## src/ows_pkg.sv

```systemverilog
package ows_pkg;

    // Search geometry
    localparam int ROM_BITS  = 64;
    localparam int ROM_W     = 64;
    localparam int ROM_IDX_W = $clog2(ROM_W);
    localparam int POS_W     = 7;

    // Bus command the bus side sends when a pass starts (for reference by the bus side)
    localparam logic [7:0] SEARCH_CMD = 8'hF0;

    // Stream widths
    localparam int S_DATA_W = 16;
    localparam int S_USER_W = 2;
    localparam int M_DATA_W = 72;

    typedef enum logic [1:0] {
        KIND_FIRST = 2'd0,
        KIND_NEXT  = 2'd1,
        KIND_PAIR  = 2'd2,
        KIND_LOAD  = 2'd3
    } kind_t;

    typedef struct packed {
        kind_t       kind;
        logic        presence;
        logic        id_bit;
        logic        complement_bit;
        logic [2:0]  byte_index;
        logic [7:0]  load_byte;
    } item_t;

    typedef struct packed {
        logic             issue_search;
        logic             write_valid;
        logic             direction_bit;
        logic             done_res;
        logic             found;
        logic             last_device;
        logic [ROM_W-1:0] rom_code;
        logic             wrong_phase;
    } result_t;

endpackage

```

## src/ows_engine.sv

```systemverilog
module ows_engine (
    input  logic             clk,
    input  logic             rst_n,
    input  logic             step,
    input  ows_pkg::item_t   item,
    output ows_pkg::result_t res
);
    import ows_pkg::*;

    logic [ROM_W-1:0]     rom_code_reg, rom_code_next;
    logic [POS_W-1:0]     last_branch_reg, last_branch_next;
    logic                 last_device_reg, last_device_next;
    logic [POS_W-1:0]     bit_position_reg, bit_position_next;
    logic [POS_W-1:0]     last_zero_reg, last_zero_next;
    logic                 searching_reg, searching_next;

    logic [POS_W-1:0]     pos;
    logic [ROM_IDX_W-1:0] bit_idx;
    logic                 dir;
    logic                 ldev_start;

    always_comb
    begin
        rom_code_next     = rom_code_reg;
        last_branch_next  = last_branch_reg;
        last_device_next  = last_device_reg;
        bit_position_next = bit_position_reg;
        last_zero_next    = last_zero_reg;
        searching_next    = searching_reg;
        res               = '0;
        pos               = bit_position_reg;
        bit_idx           = pos[ROM_IDX_W-1:0] - ROM_IDX_W'(1);
        dir               = 1'b0;
        ldev_start        = (item.kind == KIND_FIRST) ? 1'b0 : last_device_reg;

        case (item.kind)
            KIND_FIRST, KIND_NEXT:
            begin
                if (item.kind == KIND_FIRST)
                begin
                    last_branch_next = '0;
                    last_device_next = 1'b0;
                end
                bit_position_next = POS_W'(1);
                last_zero_next    = '0;
                searching_next    = 1'b0;
                if (ldev_start || !item.presence)
                begin
                    last_branch_next = '0;
                    last_device_next = 1'b0;
                    res.done_res     = 1'b1;
                end
                else
                begin
                    searching_next   = 1'b1;
                    res.issue_search = 1'b1;
                end
            end
            KIND_PAIR:
            begin
                if (!searching_reg)
                begin
                    res.wrong_phase = 1'b1;
                end
                else if (item.id_bit && item.complement_bit)
                begin
                    // no device answered this bit: abort the pass
                    searching_next   = 1'b0;
                    last_branch_next = '0;
                    last_device_next = 1'b0;
                    res.done_res     = 1'b1;
                end
                else
                begin
                    if (item.id_bit != item.complement_bit)
                    begin
                        dir = item.id_bit;
                    end
                    else
                    begin
                        // fork: repeat the old path below the last branch, take 1 at it
                        if (pos < last_branch_reg)
                            dir = rom_code_reg[bit_idx];
                        else
                            dir = (pos == last_branch_reg);
                        if (!dir)
                            last_zero_next = pos;
                    end
                    rom_code_next[bit_idx] = dir;
                    res.write_valid        = 1'b1;
                    res.direction_bit      = dir;
                    bit_position_next      = pos + POS_W'(1);
                    if (pos >= POS_W'(ROM_BITS))
                    begin
                        searching_next   = 1'b0;
                        res.done_res     = 1'b1;
                        last_branch_next = last_zero_next;
                        last_device_next = (last_zero_next == '0);
                        res.found        = 1'b1;
                        if (rom_code_next[7:0] == 8'd0)
                        begin
                            last_branch_next = '0;
                            last_device_next = 1'b0;
                            res.found        = 1'b0;
                        end
                    end
                end
            end
            KIND_LOAD:
            begin
                if (searching_reg)
                    res.wrong_phase = 1'b1;
                else
                    rom_code_next[{item.byte_index, 3'b000} +: 8] = item.load_byte;
            end
            default:
            begin
            end
        endcase

        res.rom_code    = rom_code_next;
        res.last_device = res.done_res ? last_device_next : 1'b0;
    end

    always_ff @(posedge clk or negedge rst_n)
    begin
        if (!rst_n)
        begin
            rom_code_reg     <= '0;
            last_branch_reg  <= '0;
            last_device_reg  <= 1'b0;
            bit_position_reg <= POS_W'(1);
            last_zero_reg    <= '0;
            searching_reg    <= 1'b0;
        end
        else if (step)
        begin
            rom_code_reg     <= rom_code_next;
            last_branch_reg  <= last_branch_next;
            last_device_reg  <= last_device_next;
            bit_position_reg <= bit_position_next;
            last_zero_reg    <= last_zero_next;
            searching_reg    <= searching_next;
        end
    end

    // a pass in progress always points at a bit inside the code
    a_pos_in_range: assert property (@(posedge clk) disable iff (!rst_n)
        searching_reg |-> (bit_position_reg != '0 && bit_position_reg <= POS_W'(ROM_BITS)))
        else $error("bit position out of range during a pass");

    a_write_needs_pass: assert property (@(posedge clk) disable iff (!rst_n)
        step && res.write_valid |-> searching_reg)
        else $error("direction bit written outside a pass");

    a_done_ends_pass: assert property (@(posedge clk) disable iff (!rst_n)
        step && res.done_res |=> !searching_reg)
        else $error("pass still running after done");

    a_found_with_done: assert property (@(posedge clk) disable iff (!rst_n)
        step && res.found |-> res.done_res && !res.issue_search)
        else $error("found reported without done");

    a_issue_starts_pass: assert property (@(posedge clk) disable iff (!rst_n)
        step && res.issue_search |=> searching_reg && bit_position_reg == POS_W'(1))
        else $error("search command without a fresh pass");

endmodule

```

## src/onewire_rom_search.sv

```systemverilog
// 1-Wire ROM search decision engine.
// Throughput: 1 item per cycle while m_tready allows; an accepted item passes one input
// register, the decision logic and one result register before its result shows on m_tvalid.
// A stalled output holds the result register and the input register backs up behind it.
// Reset (rst_n low, asynchronous): empty both registers, zero the ROM code and search
// state, bit position back to one.
module onewire_rom_search (
    input  logic                           clk,
    input  logic                           rst_n,
    input  logic                           s_tvalid,
    output logic                           s_tready,
    // presence[0], id_bit[1], complement_bit[2], byte_index[5:3], load_byte[13:6], zero pad
    input  logic [ows_pkg::S_DATA_W-1:0]   s_tdata,
    // kind[1:0]
    input  logic [ows_pkg::S_USER_W-1:0]   s_tuser,
    output logic                           m_tvalid,
    input  logic                           m_tready,
    // issue_search[0], write_valid[1], direction_bit[2], done_res[3], found[4],
    // last_device[5], rom_code[69:6], wrong_phase[70], zero pad
    output logic [ows_pkg::M_DATA_W-1:0]   m_tdata
);
    import ows_pkg::*;

    item_t   item_reg;
    logic    in_valid_reg, in_valid_next;
    result_t res_reg;
    result_t res;
    logic    out_valid_reg, out_valid_next;
    logic    advance;
    item_t   in_item;

    // unpack the incoming item
    assign in_item.kind           = kind_t'(s_tuser);
    assign in_item.presence       = s_tdata[0];
    assign in_item.id_bit         = s_tdata[1];
    assign in_item.complement_bit = s_tdata[2];
    assign in_item.byte_index     = s_tdata[5:3];
    assign in_item.load_byte      = s_tdata[13:6];

    // move the held item into the result register whenever that register is free or draining
    assign advance  = in_valid_reg && (!out_valid_reg || m_tready);
    assign s_tready = !in_valid_reg || advance;

    always_comb
    begin
        in_valid_next = in_valid_reg;
        if (s_tvalid && s_tready)
            in_valid_next = 1'b1;
        else if (advance)
            in_valid_next = 1'b0;

        out_valid_next = out_valid_reg;
        if (advance)
            out_valid_next = 1'b1;
        else if (m_tready)
            out_valid_next = 1'b0;
    end

    ows_engine u_engine (
        .clk   (clk),
        .rst_n (rst_n),
        .step  (advance),
        .item  (item_reg),
        .res   (res)
    );

    always_ff @(posedge clk or negedge rst_n)
    begin
        if (!rst_n)
        begin
            in_valid_reg  <= 1'b0;
            out_valid_reg <= 1'b0;
        end
        else
        begin
            in_valid_reg  <= in_valid_next;
            out_valid_reg <= out_valid_next;
        end
    end

    // payload registers: load on handshake, no reset needed
    always_ff @(posedge clk)
    begin
        if (s_tvalid && s_tready)
            item_reg <= in_item;
        if (advance)
            res_reg <= res;
    end

    assign m_tvalid = out_valid_reg;
    assign m_tdata  = {1'b0, res_reg.wrong_phase, res_reg.rom_code, res_reg.last_device,
                       res_reg.found, res_reg.done_res, res_reg.direction_bit,
                       res_reg.write_valid, res_reg.issue_search};

endmodule

```

## config.mk

```make
export PLATFORM = sky130hd
export DESIGN_NAME = onewire_rom_search
export DESIGN_NICKNAME = d
export VERILOG_FILES = /design/src/ows_pkg.sv /design/src/ows_engine.sv /design/src/onewire_rom_search.sv
export SDC_FILE = /design/constraint.sdc
export NUM_CORES = 1
export LEC_CHECK = 0
export BUFFER_PORTS_ARGS = -buffer_cell sky130_fd_sc_hd__buf_4
export CORE_UTILIZATION = 30
export DETAILED_ROUTE_END_ITERATION = 8
export GPL_TIMING_DRIVEN = 0
export PLACE_DENSITY = 0.52
export SYNTH_ARGS = -nofsm -noshare
export SYNTH_HDL_FRONTEND = slang
export SYNTH_SLANG_ARGS = --single-unit
```

## constraint.sdc

```tcl
create_clock -name clk -period 7.7 [get_ports clk]
set_input_delay 0.385 -clock clk [delete_from_list [all_inputs] [get_ports clk]]
set_output_delay 0.385 -clock clk [all_outputs]
set_load 0.1 [all_outputs]
```

* Word-level counts from Yosys, hierarchy flattened *
Cells that the tools add are included.

word-level totals
  register bits after elaboration = 176
  bits in latches = 0
  bits in writable memories = 0
  memory bits (read-only) = 0
  input port bits = 22
  output and inout bits = 74
  logic and storage cells = 130
  memories = 0

cells by class
  $add $sub $neg = 3
  $mul = 0
  div/mod/pow operators = 0
  order comparisons = 4
  equal/unequal tests = 9
  shifts and indexed selects = 2
  mux-type cells = 64
  bitwise gates (word level) = 3
  reduce and logical (&&, ||, !) cells = 23

operators by type and width
  kind                                                               count
  two-way mux 64 bit                                                 3
  bitwise mux 64 bit                                                 2
  one-hot mux 64 bit (2 select lines)                                1
  two-way mux 7 bit                                                  15
  variable shift 8 x 8 -> 64 bit, first input constant               1
  variable part select 8 x 8 -> 64 bit                               1
  one-hot mux 7 bit (2 select lines)                                 3
  two-way mux 1 bit                                                  31
  logical NOT 8 bit                                                  1
  negation 6 -> 8 bit                                                1
  one-hot mux 1 bit (2 select lines)                                 4
  adder 7 x 1 -> 7 bit, second input constant                        1
  equality test 7 bit                                                1
  greater-or-equal comparator 7 bit, second input constant           1
  logical NOT 7 bit                                                  1
  less-than comparator 6 x 7 -> 1 bit, second input constant         1
  less-than comparator 7 bit                                         1
  binary-select mux 1 bit (select 6 bit)                             1
  demux 1 bit (select 6 bit)                                         1
  greater-or-equal comparator 6 x 1 -> 1 bit, second input constant  1
  two-way mux 2 bit                                                  3
  != test 3 x 1 -> 1 bit, second input constant                      2
  nonzero test 2 bit                                                 3
  subtractor 6 x 1 -> 6 bit, second input constant                   1
  other kinds (16)                                                   27

* Logic depth before layout (Yosys ltp) *
  word-level depth = 19
  mapped depth = 17
  mapped depth without buffers = 11

* Hierarchy *
Synthesis repeated with hierarchy kept, for this count alone.

unflattened totals
  cells, all modules = 1144
  area, all modules = 10169.8 µm²

modules (own cells, without submodules)
  module              times used  cells an instance  area each (µm²)
  ows_engine          1           1047               7442.1
  onewire_rom_search  1           97                 2727.6

* Worst setup path before layout *
No wires, ideal clock.

  path type = flip-flop to flip-flop
  start = register out_valid_reg (netlist: m_tvalid)
  end = register res_reg, in the netlist m_tdata[0], enable pin
  setup time = 0.463 ns
  arrival = 3.871 ns
  data required time = 7.237 ns
  setup slack = 3.366 ns
  stages on the path, launching flop included = 6
  period minus slack after synthesis = 4.334 ns
  cell sequence = dfrtp_1 -> nand2b_1 -> nand2_1 -> clkinv_1 -> buf_1 -> clkbuf_1

between the ends
  cells in the longest elaborated chain, start to end = 3

RTL lines
  item                    line                      text
  start, declared         onewire_rom_search.sv:28  logic out_valid_reg, out_valid_next;
  start signal, assigned  onewire_rom_search.sv:77  out_valid_reg <= out_valid_next;
  logical NOT 1 bit       onewire_rom_search.sv:41  assign advance = in_valid_reg && (!out_valid_reg || m_tready);
  logical OR 1 bit        onewire_rom_search.sv:41
  logical AND 1 bit       onewire_rom_search.sv:41
  named net advance       onewire_rom_search.sv:29  logic advance;
  end signal, assigned    onewire_rom_search.sv:87  res_reg <= res;
  end, declared           onewire_rom_search.sv:26  result_t res_reg;

The timed path passes the listed nets, and every way through them passes these cells.
A chain may end at the register's enable or synchronous reset.

==> impl_metrics.tcl <==
set metrics [dict create \
    vias 9121 \
    floorplan.die.height_microns 185.9 \
    grt_pass1_vias 8568 \
    crit_slowest_cell "sky130_fd_sc_hd__clkbuf_1" \
    cts_repair_resize_count 0 \
    core_area_sq_mm 0.03287 \
    finish.cell_count_without_fillers 1580 \
    drv_cap 0 \
    number_of_flip_flops_under_the_largest_register_name 71 \
    detail-route-antenna-nets 0 \
    grt_pass1_wl_microns 56220 \
    ys_seq_elements 176 \
    max_freq_mhz 155.5 \
    h-tree-depth 4 \
    final_critical_path_setup_slack_ps 1268 \
    rows 66 \
    slew_violations 0 \
    fin_nets 1159 \
    number_of_enable_type_register_cells_in_the_synthesized_netlist 87 \
    placed_cell_area_sq_mm 0.01141 \
    die_area_sq_mm 0.03455 \
    synth_fp_nets 1047 \
    final_hold_viols 0 \
    cts_num_sinks 176 \
    synth_ff_type "sky130_fd_sc_hd__dfrtp_1" \
    routabilityCongestion 1.008 \
    insertion_delay_ps 460 \
    dp.final_hpwl_microns 27390 \
    total_leakage_power_nw 4.807 \
    ir_drop_mv 0.1726 \
    final_common_cell "sky130_fd_sc_hd__nand2_1" \
    worst_path_largest_cell_delay_ps 590 \
    top_signal_layer_used "met4" \
    synth_async_sr_flop_share_pct 50.57 \
    fin_crit_ps 6432 \
    setup.worst_path.end_class "register" \
    wirelength_routed_microns 37960 \
    cp_common_cell "sky130_fd_sc_hd__clkbuf_1" \
    postSynthCellCount 1013 \
    worst-endpoint-arrival_ps 6620 \
    tritoncts_clock_tree "built" \
    report.power.total_mw 4.149 \
    netlist-cell-type-count 83 \
    overflow 0 \
    postCtsHoldBufs 0 \
    clock_tree.buffer_depth 2 \
    run_status "complete, no violations" \
    vias_per_cell 5.773 \
    dpl_worst_slack_ps 1564 \
    final_design_area_no_fill_sq_mm 0.01201 \
    final_cell_mix "123 x sky130_fd_sc_hd__nand2_1, 94 x sky130_fd_sc_hd__buf_4, 88 x sky130_fd_sc_hd__dfrtp_1, 87 x sky130_fd_sc_hd__edfxtp_1, 68 x sky130_fd_sc_hd__o21ai_0" \
    min_path_type "in2reg" \
    synthesis.area_per_instance_sq_um 10.01 \
    synth-warning-count 0 \
    floorplan.initialDensity_pct 30.86 \
    flow.area_growth_from_synthesis_pct 18.44 \
    max-slew-margin-rel_pct 12.45 \
    diodes 0 \
    setup-tns-final_ps 0 \
    rsz0062_at_grt "false" \
    cts_setup_buffers 0 \
    worstPathCellList "buf_2 > buf_2 > inv_1 > clkbuf_1 > ha_1 > xnor2_1 > clkbuf_1 > clkbuf_1 > nand3_1 > nand3_1 > a21oi_1 > o221ai_1 > nand2_1 > or4_1 > a41oi_1" \
    period_share_pct 83.54 \
    share_of_post_route_cells_with_drive_strength_above_1_pct 18.10 \
    drc 0 \
    ios 96 \
    largest_net_degree_at_the_start_of_global_routing 90 \
    detail_route.iter0.violations 1169 \
    worst_path_dominant_cell_family "buffers and inverters" \
    postLayoutCoreUtil_pct 36.55 \
    library_cell_used_as_clock_root_buffer "sky130_fd_sc_hd__clkbuf_16" \
    timing.critical_path.fanout_max 11 \
    worst-slew-pin-transition_ps 1303 \
    die_width_microns 185.9 \
    skew_ps 16.69 \
    crit_path_start_kind "register" \
    final-setup-viol-count 0 \
    worst-endpoint-required_ps 7890 \
    synth.cell_area_sq_mm 0.01014 \
    grt_util_all_layers_pct 22.64 \
    placed_cells 1548 \
    path_clk_slew_ps 70 \
    powerDensity_mw_per_mm2 345.4 \
    dr.pass1.iters 5 \
    cts_buffers 17 \
    wirelength_met1_microns 17210 \
    grt_antenna_before_repair 0 \
    critical_path.n_buffers_inverters 6 \
    routed-wl-met3_microns 3465 \
    portBuffers 92 \
    hold_slack_ps 101.4 \
    synth-seq-area-share_pct 47.73 \
    wl_per_cell_microns 24.02 \
    worstSetupPathType "reg2reg" \
    met2WireLength_microns 15900 \
]
## worst reg2reg max path, cell delays in order (launching register included)
cell and delay, ps:
sky130_fd_sc_hd__dfstp_2 550, sky130_fd_sc_hd__buf_2 300, sky130_fd_sc_hd__buf_2 430, sky130_fd_sc_hd__inv_1 230
sky130_fd_sc_hd__clkbuf_1 400, sky130_fd_sc_hd__ha_1 420, sky130_fd_sc_hd__xnor2_1 510, sky130_fd_sc_hd__clkbuf_1 550
sky130_fd_sc_hd__clkbuf_1 590, sky130_fd_sc_hd__nand3_1 160, sky130_fd_sc_hd__nand3_1 130, sky130_fd_sc_hd__a21oi_1 90
sky130_fd_sc_hd__o221ai_1 410, sky130_fd_sc_hd__nand2_1 370, sky130_fd_sc_hd__or4_1 590, sky130_fd_sc_hd__a41oi_1 430
## cells by family (layout without fill, tap and decap cells)
logic type / count (synthesis) / count (layout) / synth area share, %
flops: 176 / 176 / 47.73
fa+ha+maj: 12 / 12 / 1.480
buf+inv: 112 / 237 / 4.725
xor+xnor: 13 / 13 / 1.123
simple gates: 304 / 304 / 14.46
mux: 59 / 59 / 7.032
compound gates: 336 / 336 / 23.41
other cells: 1 / 1 / 0.03697
## area by class of cell
cell class / instances / area [sq um]
Multi-Input combinational cell: 725 / 4828
Buffer: 77 / 351.6
Timing Repair Buffer: 93 / 710.7
Inverter: 35 / 131.4
Sequential cell: 176 / 4841
Fill cell: 3399 / 20850
Clock buffer: 17 / 425.4
Clock inverter: 15 / 171.4
Tap cell: 442 / 553.0
## final timing paths
| kind | from | to | slack, ps | cells after the start |
|---|---|---|---|---|
| worst max register to register | u_engine.bit_position_reg[0]$_DFFE_PN1P_ | m_tdata[52]$_DFFE_PP_ | 1270 | 15 |
| worst max-delay path | u_engine.bit_position_reg[0]$_DFFE_PN1P_ | m_tdata[52]$_DFFE_PP_ | 1270 | 15 |
| max in group asynchronous | rst_n | u_engine.rom_code_reg[51]$_DFFE_PN0P_ | 6720 | 1 |
| worst min-delay path | s_tuser[1] | item_reg[15]$_DFFE_PP_ | 100 | 1 |
| min in group asynchronous | rst_n | u_engine.rom_code_reg[2]$_DFFE_PN0P_ | 190 | 1 |
| worst min register to register | u_engine.last_branch_reg[1]$_DFFE_PN0P_ | u_engine.last_branch_reg[1]$_DFFE_PN0P_ | 480 | 2 |
## synth_stat cells (20+ instances only)
cell type	count	area [sq um]
sky130_fd_sc_hd__mux2_2	34	382.9
sky130_fd_sc_hd__dfrtp_1	88	2202
sky130_fd_sc_hd__o22ai_1	20	125.1
sky130_fd_sc_hd__inv_1	32	120.1
sky130_fd_sc_hd__o31ai_1	32	240.2
sky130_fd_sc_hd__nor2_1	67	251.5
sky130_fd_sc_hd__edfxtp_1	87	2613
sky130_fd_sc_hd__nand3_1	21	105.1
sky130_fd_sc_hd__o21ai_0	68	340.3
sky130_fd_sc_hd__a21oi_1	33	165.2
sky130_fd_sc_hd__nand2_1	123	461.7
sky130_fd_sc_hd__a22o_1	20	175.2
sky130_fd_sc_hd__clkbuf_1	54	202.7
## where the power goes
part           leakage, nW  internal, mW  switching, mW
logic                 2.47         0.547           1.43
registers             2.04          1.15          0.118
clock network        0.294         0.488          0.415
## per-layer routing
layer  vias up  GRT usage, %
met1      4478         32.11
met2       491         32.36
met5         -             0
met3        80         5.165
met4         0         10.46
li1       4072             -
Note: power is estimated with default switching activity, not from simulation.
